### config.mk
export PLATFORM = sky130hd
export DESIGN_NAME = ras_ctrl
export DESIGN_NICKNAME = d
export VERILOG_FILES = /design/src/rtl/core/ras_pkg.sv /design/src/rtl/core/ras_ctrl.sv
export SDC_FILE = /design/constraint.sdc
export NUM_CORES = 1
export LEC_CHECK = 0
export BUFFER_PORTS_ARGS = -buffer_cell sky130_fd_sc_hd__buf_4
export CORE_ASPECT_RATIO = 0.6
export CORE_UTILIZATION = 30
export DETAILED_ROUTE_END_ITERATION = 16
export PLACE_DENSITY = 0.48
export SYNTH_ARGS = -nofsm -noshare
export SYNTH_HDL_FRONTEND = slang
export SYNTH_SLANG_ARGS = --single-unit
### constraint.sdc
create_clock -name clk -period 2 [get_ports clk]
set_input_delay 0.4 -clock clk [delete_from_list [all_inputs] [get_ports clk]]
set_output_delay 0.4 -clock clk [all_outputs]
set_load 0.05 [all_outputs]
### src/rtl/core/ras_pkg.sv
// package: shared types, codes and widths for the rational arithmetic unit
`timescale 1ns / 1ps
package ras_pkg;
	localparam int unsigned OpW = 16;

	typedef enum logic [1:0] {
		MODE_ADD = 2'd0,
		MODE_SUB = 2'd1,
		MODE_MUL = 2'd2,
		MODE_DIV = 2'd3
	} mode_t;

	typedef enum logic [1:0] {
		ST_OK      = 2'd0,
		ST_DEN_ZERO = 2'd1,
		ST_DIV_ZERO = 2'd2
	} status_t;

	typedef struct packed {
		logic [1:0]            mode;
		logic signed [OpW-1:0] a_num;
		logic signed [OpW-1:0] a_den;
		logic signed [OpW-1:0] b_num;
		logic signed [OpW-1:0] b_den;
	} req_t;

	typedef struct packed {
		logic signed [31:0] raw_num;
		logic [30:0]        raw_den;
		logic [30:0]        whole_part;
		logic signed [31:0] red_num;
		logic [30:0]        red_den;
		logic [1:0]         status;
	} rsp_t;

	// datapath operations issued by the controller
	typedef enum logic [3:0] {
		DP_NOP,
		DP_LOAD,
		DP_GCD1_INIT,
		DP_DIV_STEP,
		DP_GCD_SWAP,
		DP_LCM_INIT,
		DP_SCALE_A_INIT,
		DP_SCALE_B_INIT,
		DP_COMBINE,
		DP_WHOLE_INIT,
		DP_WHOLE_DONE,
		DP_GCD2_INIT,
		DP_RDEN_INIT,
		DP_RNUM_INIT,
		DP_FINISH
	} dp_op_t;

	typedef struct packed {
		logic   err_den;
		logic   err_div;
		logic   addsub;
		logic   den_zero;
		logic   gcd_b_zero;
	} dp_status_t;

	typedef enum logic [3:0] {
		S_IDLE,
		S_LOAD,
		S_GCD1_INIT,
		S_GCD1_DIV,
		S_GCD1_SWAP,
		S_LCM,
		S_SCALE_A,
		S_SCALE_B,
		S_COMBINE,
		S_WHOLE,
		S_GCD2,
		S_RDEN,
		S_RNUM,
		S_FINISH,
		S_DONE
	} state_t;
endpackage

### src/rtl/core/ras_ctrl.sv
// controller: sequences loads, gcd loops and divisions
`timescale 1ns / 1ps
module ras_ctrl
	import ras_pkg::*;
(
	input  logic       clk,
	input  logic       arst_n,
	input  logic       start,
	input  dp_status_t stat,
	input  logic       div_last,
	output dp_op_t     op,
	output logic       busy,
	output logic       done
);
	state_t state_q, state_d, ret_q, ret_d;
	logic   phase_q, phase_d;

	always_ff @(posedge clk or negedge arst_n) begin
		if (!arst_n) begin
			state_q <= S_IDLE;
			ret_q   <= S_IDLE;
			phase_q <= 1'b0;
		end else begin
			state_q <= state_d;
			ret_q   <= ret_d;
			phase_q <= phase_d;
		end
	end

	// S_GCD1_DIV is the shared 64-step divider; ret_q says where to go after
	always_comb begin
		state_d = state_q;
		ret_d   = ret_q;
		phase_d = phase_q;
		op      = DP_NOP;
		busy    = (state_q != S_IDLE);
		done    = 1'b0;
		unique case (state_q)
			S_IDLE: begin
				if (start) begin
					op = DP_LOAD;
					state_d = S_LOAD;
				end
			end
			S_LOAD: begin
				if (stat.err_den || stat.err_div) begin
					state_d = S_DONE;
				end else if (stat.addsub) begin
					state_d = S_GCD1_INIT;
				end else begin
					state_d = S_WHOLE;
					phase_d = 1'b0;
				end
			end
			S_GCD1_INIT: begin
				if (stat.gcd_b_zero) begin
					op = DP_LCM_INIT;
					ret_d = S_LCM;
				end else begin
					op = DP_GCD1_INIT;
					ret_d = S_GCD1_SWAP;
				end
				state_d = S_GCD1_DIV;
			end
			S_GCD1_DIV: begin
				op = DP_DIV_STEP;
				if (div_last) state_d = ret_q;
			end
			S_GCD1_SWAP: begin
				op = DP_GCD_SWAP;
				state_d = S_GCD1_INIT;
			end
			S_LCM: begin
				op = DP_SCALE_A_INIT;
				state_d = S_SCALE_A;
			end
			S_SCALE_A: begin
				op = DP_SCALE_B_INIT;
				ret_d = S_SCALE_B;
				state_d = S_GCD1_DIV;
			end
			S_SCALE_B: begin
				op = DP_SCALE_B_INIT;
				ret_d = S_COMBINE;
				state_d = S_GCD1_DIV;
			end
			S_COMBINE: begin
				op = DP_COMBINE;
				state_d = S_WHOLE;
				phase_d = 1'b0;
			end
			S_WHOLE: begin
				if (!phase_q) begin
					if (stat.den_zero) begin
						op = DP_WHOLE_INIT;
						state_d = S_DONE;
					end else begin
						op = DP_WHOLE_INIT;
						phase_d = 1'b1;
						ret_d = S_WHOLE;
						state_d = S_GCD1_DIV;
					end
				end else begin
					op = DP_WHOLE_DONE;
					state_d = S_GCD2;
				end
			end
			S_GCD2: begin
				if (stat.gcd_b_zero) begin
					op = DP_RDEN_INIT;
					ret_d = S_RDEN;
				end else begin
					op = DP_GCD2_INIT;
					ret_d = S_RNUM;
				end
				state_d = S_GCD1_DIV;
			end
			S_RNUM: begin
				op = DP_GCD_SWAP;
				state_d = S_GCD2;
			end
			S_RDEN: begin
				op = DP_RNUM_INIT;
				ret_d = S_FINISH;
				state_d = S_GCD1_DIV;
			end
			S_FINISH: begin
				// sign goes back on the reduced numerator before the strobe
				op = DP_FINISH;
				state_d = S_DONE;
			end
			S_DONE: begin
				phase_d = 1'b0;
				state_d = S_IDLE;
				done = 1'b1;
			end
			default: state_d = S_IDLE;
		endcase
	end
endmodule

Yosys cells after proc, flatten, opt, wreduce, memory -nomap -nowiden
Index checks and enable logic that the tools add are counted.
- memory bits (writable): 0
- register bits: 9
- bits in read-only memories: 0
- output and inout port bits: 6
- logic and storage cells: 58
- memories: 0
- input bits: 9
- latch bits: 0
- add/subtract/negate cells: 0
- reduce and logical (&&, ||, !) cells: 12
- shift-type cells: 0
- multipliers: 0
- div/mod/pow operators: 0
- eq/ne operators: 20
- multiplexer cells: 23
- $lt $le $gt $ge: 0
- bitwise operators: 0
- operator list (cell ; count):
    $pmux W4 S11 ; 1
    $pmux W4 S10 ; 1
    $mux W4 ; 8
    $eq A4 B4 Y1 const B ; 7
    $pmux W4 S6 ; 1
    $eq A4 B3 Y1 const B ; 4
    $ne A2 B2 Y1 const B ; 6
    $mux W3 ; 3
    $eq A4 B2 Y1 const B ; 2
    $mux W1 ; 7
    $reduce_and A3 Y1 ; 2
    $reduce_bool A6 Y1 ; 1
    $reduce_or A2 Y1 ; 3
    $reduce_or A5 Y1 ; 1
    $eq A4 B1 Y1 const B ; 1
    $logic_not A4 Y1 ; 1
    $reduce_bool A4 Y1 ; 1
    $pmux W1 S3 ; 1
    $reduce_bool A3 Y1 ; 1
    $mux W2 ; 1
    $reduce_and A2 Y1 ; 1
    $logic_or A1 B1 Y1 ; 1

Longest topological paths before layout
Gate-level depths: netlist (run 1).
- word-level depth: 4
- depth in mapped cells: 6
- mapped depth without buffers: 4

Worst setup path after synthesis (run 1)
OpenSTA, ideal clock, no wires.
- kind: register to output
- start: reg state_q[3]
- end: out op[3]
- stages on the path, launching flop included: 4
- buffers on the path: 2
- arrival time: 1841 ps
- data required time: 1600 ps
- setup slack: -241 ps
- cells stage by stage: dfrtp_1 > buf_2 > buf_4 > a21boi_0
- word-level cells in the longest chain between the ends: 3
- ends and longest elaborated chain (element ; line ; text):
    from (decl) ; ras_ctrl.sv:15 ; state_t state_q, state_d, ret_q, ret_d;
    from (signal assigned) ; ras_ctrl.sv:24 ; state_q <= state_d;
    $eq A4 B4 Y1 or $eq A4 B3 Y1 (tied branches) ; ras_ctrl.sv:38 ; unique case (state_q)
    $reduce_or A2 Y1 (no line) ; n/a ;
    $pmux W4 S11 (*) ; ras_ctrl.sv:38 ;
    to (decl) ; ras_ctrl.sv:11 ; output dp_op_t op,
Every way passes the cells marked *; elsewhere a longest branch is shown, timed or not.

Worst setup path in the final report (run 1)
- start: reg state_q[0]
- end: out op[0]
Same word-level chain as after synthesis.

==> out/qor.csv, run 1 <==
metric,value,unit
status,completed,
Post-Route Skew,0.000236,ns
# rows,13,
critical path's slowest cell,or4_4,
Final Wtd Congestion,0.888,
met1 WL,1100,um
layout cell share with drive strength beyond 1,38.3,%
footprint of the multi-input gates,489,sq um
Area Overhead vs Synth,38.6,%
Avg WL per Cell,14.5,um
die width,65.9,um
CP Max Fanout,4,
HPWL after DPL,1620,um
R2R Setup Slk,0.38,ns
mean post-synth cell area,8.00,sq um
PD cells,1700,nW/um^2
register area,228,sq um
Worst Hold Path Cells,3,
DR vias,787,
GRT Overall Usage,17.6,%
largest net degree at the start of global routing,16,
H-Tree Depth,1,
crit path kind,register to output pin,
fin util,45.4,%
Syn Nets,101,
antenna violations before repair,0,
Setup crit end kind,output pin,
I/O Buffers,14,
"slowest stage delay, CP",0.57,ns
"FF+latch count, synth",9,
Main synth FF type,dfrtp_1,
Final #Nets,125,
initial core utilization,32.8,%
TritonRoute pass-1 iters,5,
max-slew violations,0,
Hold Path Class,primary input to register,
DRT antenna net count,0,
met2 wire len,860,um
Filler Cell Count,226,
"Clk pin slew, worst setup/hold paths",0.04,ns
hold slack,0.483,ns
worst skew pair latency,0.23,ns
Hold Path Sink,phase_q$_DFFE_PN0P_,
Die ar.,2660,sq um
Final Hold Fails,0,
Slew @ Worst Pin,0.434,ns
Synth Cell Area,736,sq um
peak supply drop,0.570,mV
CTS Sinks,9,
Slew HR,70.8,%
Leakage,0.427,nW
Antenna diodes,0,
async set-reset flop share out of synthesis,100,%
Die Y-Extent,40.4,um
Worst R2R Start,state_q[2]$_DFFE_PN0P_,
first-pass GRT wire length,3370,um
Core Box Area,2240,sq um
Achievable Freq,505,MHz
# DRC,0,
Num CTS Buffers,3,
crit path launch type,register,
DR iter-0 viols,20,
Routed WL,2100,um
crit path time final,1.98,ns
Top Layer Used,met3,
IO Pins,15,
Setup Viol. Count Final,0,
Post-synth EDFFs,0,
total grt overflow,0,
CTS tree,yes,
register area share after synthesis,30.6,%
clock buffer depth,2,
vias per inst,5.43,
met3 wire length,137,um
clk root buf,clkbuf_8,
RR Endpoint,phase_q$_DFFE_PN0P_,
unrepaired setup endpoints after global routing,true,
cell depth of the worst flop-to-flop path,5,
Arrival @ worst endpoint,1.58,ns
Critical Path RT,1.60,ns
Synth cell types,37,
Max Cap Viol,0,
fin crit share,99.0,%
hold path startpoint,stat[1],
vias in the first global route,691,
worst path cell trace,or4_4 -> nor2_4 -> nor2_2 -> o21ai_2 -> buf_6,
Mapped Cells,92,
YS warnings,0,
==> through the flow <==
step	worst slack (ns)	std cells	area (sq um)	total power, W	setup TNS (ns)
after floorplan	0.0173	92	739	0.00113	0
after global placement	0.185	136	898	0.00144	0
after detailed placement	0.124	136	898	0.00142	0
after CTS	-0.00963	145	991	0.00169	-0.00963
after global routing	-0.0288	145	1020	0.00185	-0.0288
final	0.0202	145	1020	0.00174	0
==> synth_stat cells, types with 2 or more instances <==
library cell | count | area share (%)
nor2_1 | 9 | 4.6
o21a_1 | 2 | 2.0
dfrtp_1 | 9 | 31
o22ai_1 | 3 | 2.6
nor3_1 | 3 | 2.0
nand3b_1 | 2 | 2.0
nand2_1 | 6 | 3.1
inv_1 | 4 | 2.0
nand2b_1 | 7 | 6.0
o21ai_1 | 2 | 1.4
a21oi_1 | 8 | 5.4
a21boi_0 | 2 | 2.0
buf_2 | 5 | 3.4
mux2_2 | 2 | 3.1
o21ai_0 | 6 | 4.1
==> worst max path at each step <==
stage                     cells past startpoint  endpoint                   start
after floorplan                               5     op[0]  state_q[0]$_DFFE_PN0P_
after global placement                        5     op[0]  state_q[2]$_DFFE_PN0P_
after detailed placement                      5     op[0]  state_q[2]$_DFFE_PN0P_
after CTS                                     5     op[0]  state_q[2]$_DFFE_PN0P_
after global routing                          5     op[0]  state_q[0]$_DFFE_PN0P_
final                                         5     op[0]  state_q[0]$_DFFE_PN0P_
==> registers in the layout (all words and copies together), names as in the netlist <==
name     flops
ret_q        4
state_q      4
phase_q      1
==> cells in the final DEF, fill, tap and decap left out, drive strengths merged, types with 2 or more instances in the layout <==
cell type,n
nand3b,2
nor3,3
nor2,9
o21a,2
nand2,6
a21oi,8
o22ai,4
nand2b,7
inv,4
buf,25
clkbuf,4
o21ai,8
mux2,2
o221ai,2
a21boi,2
dfrtp,9
==> logic make-up after synthesis <==
| family | after synthesis | share of synthesized area, % |
|---|---|---|
| buffers and inverters | 11 | 6.97 |
| flip-flops | 9 | 30.6 |
| AND/OR/NAND/NOR | 34 | 25.5 |
| multiplexers | 2 | 3.06 |
| AO/OA/AOI/OAI | 36 | 33.8 |
==> report_power, final <==
group | internal, W | switching, W
Clock | 0.000138 | 0.0000663
Combinational | 0.000506 | 0.000688
Sequential | 0.000261 | 0.0000771
==> worst max-delay path, delay by kind of cell (launching register included) <==
| kind | cells | cell delay [ns] |
|---|---|---|
| DFF | 1 | 0.40 |
| AOI/OAI and AO/OA | 1 | 0.07 |
| and+or+nand+nor | 3 | 0.71 |
| buffers and inverters | 1 | 0.17 |
==> timing repair <==
| item | CTS | global route |
|---|---|---|
| pin swaps | 1 | 1 |
| resized for setup | 3 | 7 |
| setup buffers | 4 | 0 |
| setup endpoints to repair | 1 | 3 |
| hold buffers | 1 | 0 |
| cloned | 0 | 0 |
| endpoints found under the hold margin | 9 | 0 |
==> layer usage <==
layer / up-vias / track usage (%)
met3: 0 / 5.97
li1: 390 / -
met5: - / 0
met4: 0 / 1.60
met1: 374 / 25.8
met2: 23 / 25.3
==> layout make-up <==
cell class / instances / area share, %
repair buffers: 26 / 20.1
well taps: 30 / 3.68
multi-input cells: 72 / 48.0
flip-flops and latches: 9 / 22.3
clock buffers: 4 / 4.42
inverters: 4 / 1.47
No activity file was read; power rests on OpenSTA's default activity.
==> inputs of run 2 (changes only) <==
SETUP_SLACK_MARGIN = 0.1   (was default)
==> out/qor.csv, run 2 (same netlist as run 1, synthesis figures left out) <==
metric,value,unit,change
Critical Path RT,1.60,ns,about the same
CP Max Fanout,7,,+3
Area Overhead vs Synth,48.5,%,
crit path kind,register to output pin,,
clk root buf,clkbuf_8,,
Final #Nets,128,,+2.4%
status,"finished, violations left",,
Arrival @ worst endpoint,1.61,ns,+0.03 ns
Slew HR,70.9,%,+0.16 points
PD cells,1710,nW/um^2,+0.38%
critical path's slowest cell,or4_4,,
antenna violations before repair,0,,unchanged
# DRC,0,,unchanged
crit path launch type,register,,
Top Layer Used,met4,,
die width,65.9,um,unchanged
Regs by FF count,"ret_q x4, state_q x4, phase_q x1",,
initial core utilization,32.8,%,unchanged
IO Pins,15,,unchanged
Final Wtd Congestion,0.802,,-9.7%
DR vias,799,,+1.5%
max-slew violations,0,,unchanged
fin crit share,101,%,+1.6 points
Total Power,0.00187,W,+7.5%
GRT Overall Usage,18.9,%,+1.3 points
Core Box Area,2240,sq um,unchanged
Routed WL,2180,um,+3.6%
worst skew pair latency,0.24,ns,about the same
met3 wire length,147,um,+7.3%
Die ar.,2660,sq um,unchanged
Max Cap Viol,0,,unchanged
Final Hold Fails,0,,unchanged
# rows,13,,unchanged
Slew @ Worst Pin,0.432,ns,-0.00232 ns
unrepaired setup endpoints after global routing,true,,
DRT antenna net count,0,,unchanged
CTS tree,yes,,
hold slack,0.466,ns,-0.0170 ns
"slowest stage delay, CP",0.51,ns,-0.06 ns
peak supply drop,0.515,mV,-9.7%
Setup Viol. Count Final,2,,+2
layout cell share with drive strength beyond 1,41.5,%,+3.3 points
Post-Route Skew,0.0105,ns,+0.0103 ns
met1 WL,1170,um,+5.9%
Die Y-Extent,40.4,um,unchanged
DR iter-0 viols,64,,+220%
met2 wire len,853,um,-0.81%
"Clk pin slew, worst setup/hold paths",0.06,ns,+0.02 ns
CTS Sinks,9,,unchanged
largest net degree at the start of global routing,16,,unchanged
cell depth of the worst flop-to-flop path,6,,+1
Worst Hold Path Cells,3,,unchanged
clock buffer depth,2,,unchanged
"commonest non-fill, non-tap cell in the layout",buf_4,,
first-pass GRT wire length,3400,um,+0.80%
Antenna diodes,0,,unchanged
H-Tree Depth,1,,unchanged
HPWL after DPL,1530,um,-5.7%
I/O Buffers,14,,unchanged
Hold Path Class,primary input to register,,
Leakage,0.457,nW,+6.9%
vias in the first global route,649,,-6.1%
crit path time final,2.01,ns,+0.0316 ns
DP Worst Slack,0.145,ns,+0.0209 ns
Num CTS Buffers,3,,unchanged
Avg WL per Cell,14.7,um,+1.5%
TritonRoute pass-1 iters,4,,-1
worst path cell trace,or4_4 -> nor2_4 -> nor2_2 -> o21ai_4 -> buf_6,,
"commonest non-fill, non-tap cells in the layout","buf_4 (21), a21oi_1 (7), dfrtp_1 (7)",,
failing checks,negative setup slack,,
total grt overflow,0,,unchanged
PnR worst setup slack,-0.0114,ns,-0.0316 ns
Setup crit end kind,output pin,,
vias per inst,5.40,,-0.53%
Filler Cell Count,217,,-4.0%
Achievable Freq,497,MHz,-1.6%
==> run 2: cell types whose count changed in the layout (fill, tap and decap cells not counted), sizes merged <==
| cell | previous run | this run |
|---|---|---|
| buf | 25 | 28 |
==> run 2: power by group <==
group	internal, W	switching (W)	total [W]
clock	0.000140	0.0000883	0.000228
sequential	0.000260	0.0000745	0.000335
combinational	0.000581	0.000723	0.00130
total	0.000981	0.000886	0.00187
==> run 2: area by class of cell <==
type / instances / area, sq um / area share [%]
Multi-Input combinational cell: 72 / 513 / 47.0
Tap cell: 30 / 37.5 / 3.44
Sequential cell: 9 / 228 / 20.8
Timing Repair Buffer: 29 / 254 / 23.3
Inverter: 4 / 15.0 / 1.37
Clock buffer: 4 / 45.0 / 4.12
==> run 2: path summary, 6_finish.rpt <==
path / endpoint / start / slack [ns]
min reg2reg: ret_q[0]$_DFFE_PN0P_ / ret_q[0]$_DFFE_PN0P_ / 0.51
max: op[0] / state_q[2]$_DFFE_PN0P_ / -0.01
min in group asynchronous: phase_q$_DFFE_PN0P_ / arst_n / 0.52
max reg2reg: state_q[0]$_DFFE_PN0P_ / state_q[1]$_DFFE_PN0P_ / 0.25
min: phase_q$_DFFE_PN0P_ / stat[1] / 0.47
max in group asynchronous: state_q[2]$_DFFE_PN0P_ / arst_n / 1.33
==> run 2: what timing repair did <==
action,4_1_cts,5_1_grt
pin swaps,1,4
setup buffers,5,2
setup endpoints to repair,4,5
gates cloned,0,0
resized for setup,6,14
endpoints found under the hold margin,9,0
hold buffers,1,0
==> run 2: routing by layer <==
| metal | up-vias | GRT usage, % |
|---|---|---|
| met5 | - | 0 |
| met4 | 0 | 4.79 |
| met3 | 2 | 7.67 |
| met2 | 36 | 25.3 |
| met1 | 365 | 27.2 |
| li1 | 396 | - |
==> run 2: per-stage QoR <==
stage                     TNS (ns)  instances  area (sq um)  utilization (%)
final                      -0.0219        148          1090             48.7
after global routing        -0.119        148          1090             48.7
after CTS                  -0.0153        146          1020             45.4
after detailed placement         0        136           906             40.4
after global placement           0        136           906             40.4
after floorplan                  0         92           747                -
==> run 2: critical path: cells and delay by family, from the launching register on <==
family / cells / cell delay (ns)
and+or+nand+nor: 3 / 0.68
DFF: 1 / 0.45
buffers and inverters: 1 / 0.17
AOI/OAI and AO/OA: 1 / 0.07
==> inputs of run 3 (changes only) <==
RECOVER_POWER = 100   (was default)
==> out/qor.csv, run 3 (same netlist as run 1, synthesis figures left out) <==
metric,value,unit,change
Slew HR,63.8,%,-7.1 points
I/O Buffers,14,,unchanged
Arrival @ worst endpoint,1.60,ns,about the same
clock buffer depth,2,,unchanged
footprint of the multi-input gates,495,sq um,-3.4%
worst skew pair latency,0.24,ns,about the same
CP Max Fanout,7,,unchanged
Achievable Freq,499,MHz,+0.39%
fin util,47.7,%,-0.95 points
setup TNS,-0.00391,ns,+0.0180 ns
Core Box Area,2240,sq um,unchanged
Filler Cell Count,221,,+1.8%
Avg WL per Cell,14.6,um,-0.46%
Final Hold Fails,0,,unchanged
Post-Route Skew,0.00911,ns,-0.00143 ns
Inst Count DP,136,,unchanged
die width,65.9,um,unchanged
CTS tree,yes,,
Die ar.,2660,sq um,unchanged
TritonRoute pass-1 iters,4,,unchanged
Area Overhead vs Synth,45.6,%,
vias per inst,5.34,,-1.1%
Leakage,0.448,nW,-1.9%
# rows,13,,unchanged
Critical Path RT,1.60,ns,about the same
fin crit share,100,%,-0.39 points
clk root buf,clkbuf_8,,
DR iter-0 viols,63,,-1.6%
"commonest non-fill, non-tap cell in the layout",buf_4,,
initial core utilization,32.8,%,unchanged
DR vias,790,,-1.1%
DRT antenna net count,0,,unchanged
status,"finished, violations left",,
CTS Sinks,9,,unchanged
Setup crit end kind,output pin,,
antenna violations before repair,0,,unchanged
Routed WL,2170,um,-0.46%
crit path time final,2.00,ns,-0.00781 ns
# DRC,0,,unchanged
Num CTS Buffers,3,,unchanged
Max Cap Viol,0,,unchanged
max-slew violations,0,,unchanged
register area,228,sq um,unchanged
Hold Path Class,primary input to register,,
GRT Overall Usage,18.9,%,unchanged
"Clk pin slew, worst setup/hold paths",0.05,ns,about the same
layout cell share with drive strength beyond 1,38.1,%,-3.4 points
first-pass GRT wire length,3400,um,unchanged
PD cells,1710,nW/um^2,+0.22%
Regs by FF count,"ret_q x4, state_q x4, phase_q x1",,
IO Pins,15,,unchanged
largest net degree at the start of global routing,16,,unchanged
Final Non-Filler Cells,148,,unchanged
Final #Nets,128,,unchanged
peak supply drop,0.492,mV,-4.4%
HPWL after DPL,1530,um,unchanged
Setup Viol. Count Final,2,,unchanged
Final Wtd Congestion,0.802,,unchanged
PnR worst setup slack,-0.00356,ns,+0.00781 ns
"commonest non-fill, non-tap cells in the layout","buf_4 (20), a21oi_1 (7), dfrtp_1 (7)",,
Antenna diodes,0,,unchanged
vias in the first global route,649,,unchanged
Die Y-Extent,40.4,um,unchanged
unrepaired setup endpoints after global routing,true,,
crit path kind,register to output pin,,
Slew @ Worst Pin,0.542,ns,+0.110 ns
H-Tree Depth,1,,unchanged
total grt overflow,0,,unchanged
failing checks,negative setup slack,,
crit path launch type,register,,
run 3: changes by cell type in the layout (fill, tap and decap cells not counted):
cell / delta
buf_4: -1
clkbuf_1: +1
nor3b_1: +1
nor3b_2: -1
o221ai_1: +1
o221ai_2: -1
o22ai_1: +1
o22ai_2: -1
run 3: worst paths after layout:
check	from	end	slack [ns]	depth (start not counted)
setup / recovery	state_q[2]$_DFFE_PN0P_	op[0]	-0.004	5
hold / removal	stat[1]	phase_q$_DFFE_PN0P_	0.47	3
max in group asynchronous	arst_n	state_q[2]$_DFFE_PN0P_	0.96	2
setup reg to reg	state_q[2]$_DFFE_PN0P_	ret_q[2]$_DFFE_PN0P_	0.24	4
min in group asynchronous	arst_n	phase_q$_DFFE_PN0P_	0.65	2
hold reg to reg	ret_q[0]$_DFFE_PN0P_	ret_q[0]$_DFFE_PN0P_	0.52	1
run 3: metrics by stage:
step	area, sq um	setup slack, ns	hold WS, ns	power (W)
2_1_floorplan	747	0.0655	0.104	0.00114
4_1_cts	1020	-0.0153	0.470	0.00174
5_1_grt	1070	-0.0722	0.470	0.00196
6_report	1070	-0.00356	0.469	0.00183
3_3_place_gp	906	0.169	0.236	0.00145
3_5_place_dp	906	0.145	0.236	0.00142
run 3: cell type report:
| cell class | count | area share, % |
|---|---|---|
| Clock buffer | 4 | 4.21 |
| Inverter | 4 | 1.40 |
| Multi-Input combinational cell | 72 | 46.3 |
| Sequential cell | 9 | 21.3 |
| Tap cell | 30 | 3.50 |
| Timing Repair Buffer | 29 | 23.4 |
run 3: what timing repair did:
action,4_1_cts,5_1_grt
hold buffers,1,0
setup endpoints to repair,4,5
cloned,0,0
endpoints found under the hold margin,9,0
setup buffers,5,2
resized for setup,6,14
pin swaps,1,4
run 3: report_power, final:
| part | switching (W) | leakage, nW | total (W) | internal, W |
|---|---|---|---|---|
| Clock | 0.0000869 | 0.0228 | 0.000227 | 0.000140 |
| Combinational | 0.000709 | 0.322 | 0.00127 | 0.000564 |
| Sequential | 0.0000745 | 0.103 | 0.000335 | 0.000260 |
| Total | 0.000871 | 0.448 | 0.00183 | 0.000964 |
run 3: metal layers:
metal  share of wire (%)  global-route usage [%]  vias up
met5                   0                       0        -
met4                0.37                    4.79        0
met3                 6.5                    7.67        2
met2                  38                    25.3       27
met1                  55                    27.2      362
li1                    -                       -      399
run 3: critical path, cell delays in order, from the launching register on:
cell and delay [ns]:
dfrtp_2 0.44, or4_4 0.51, nor2_4 0.12, nor2_2 0.05
o21ai_4 0.07, buf_6 0.17
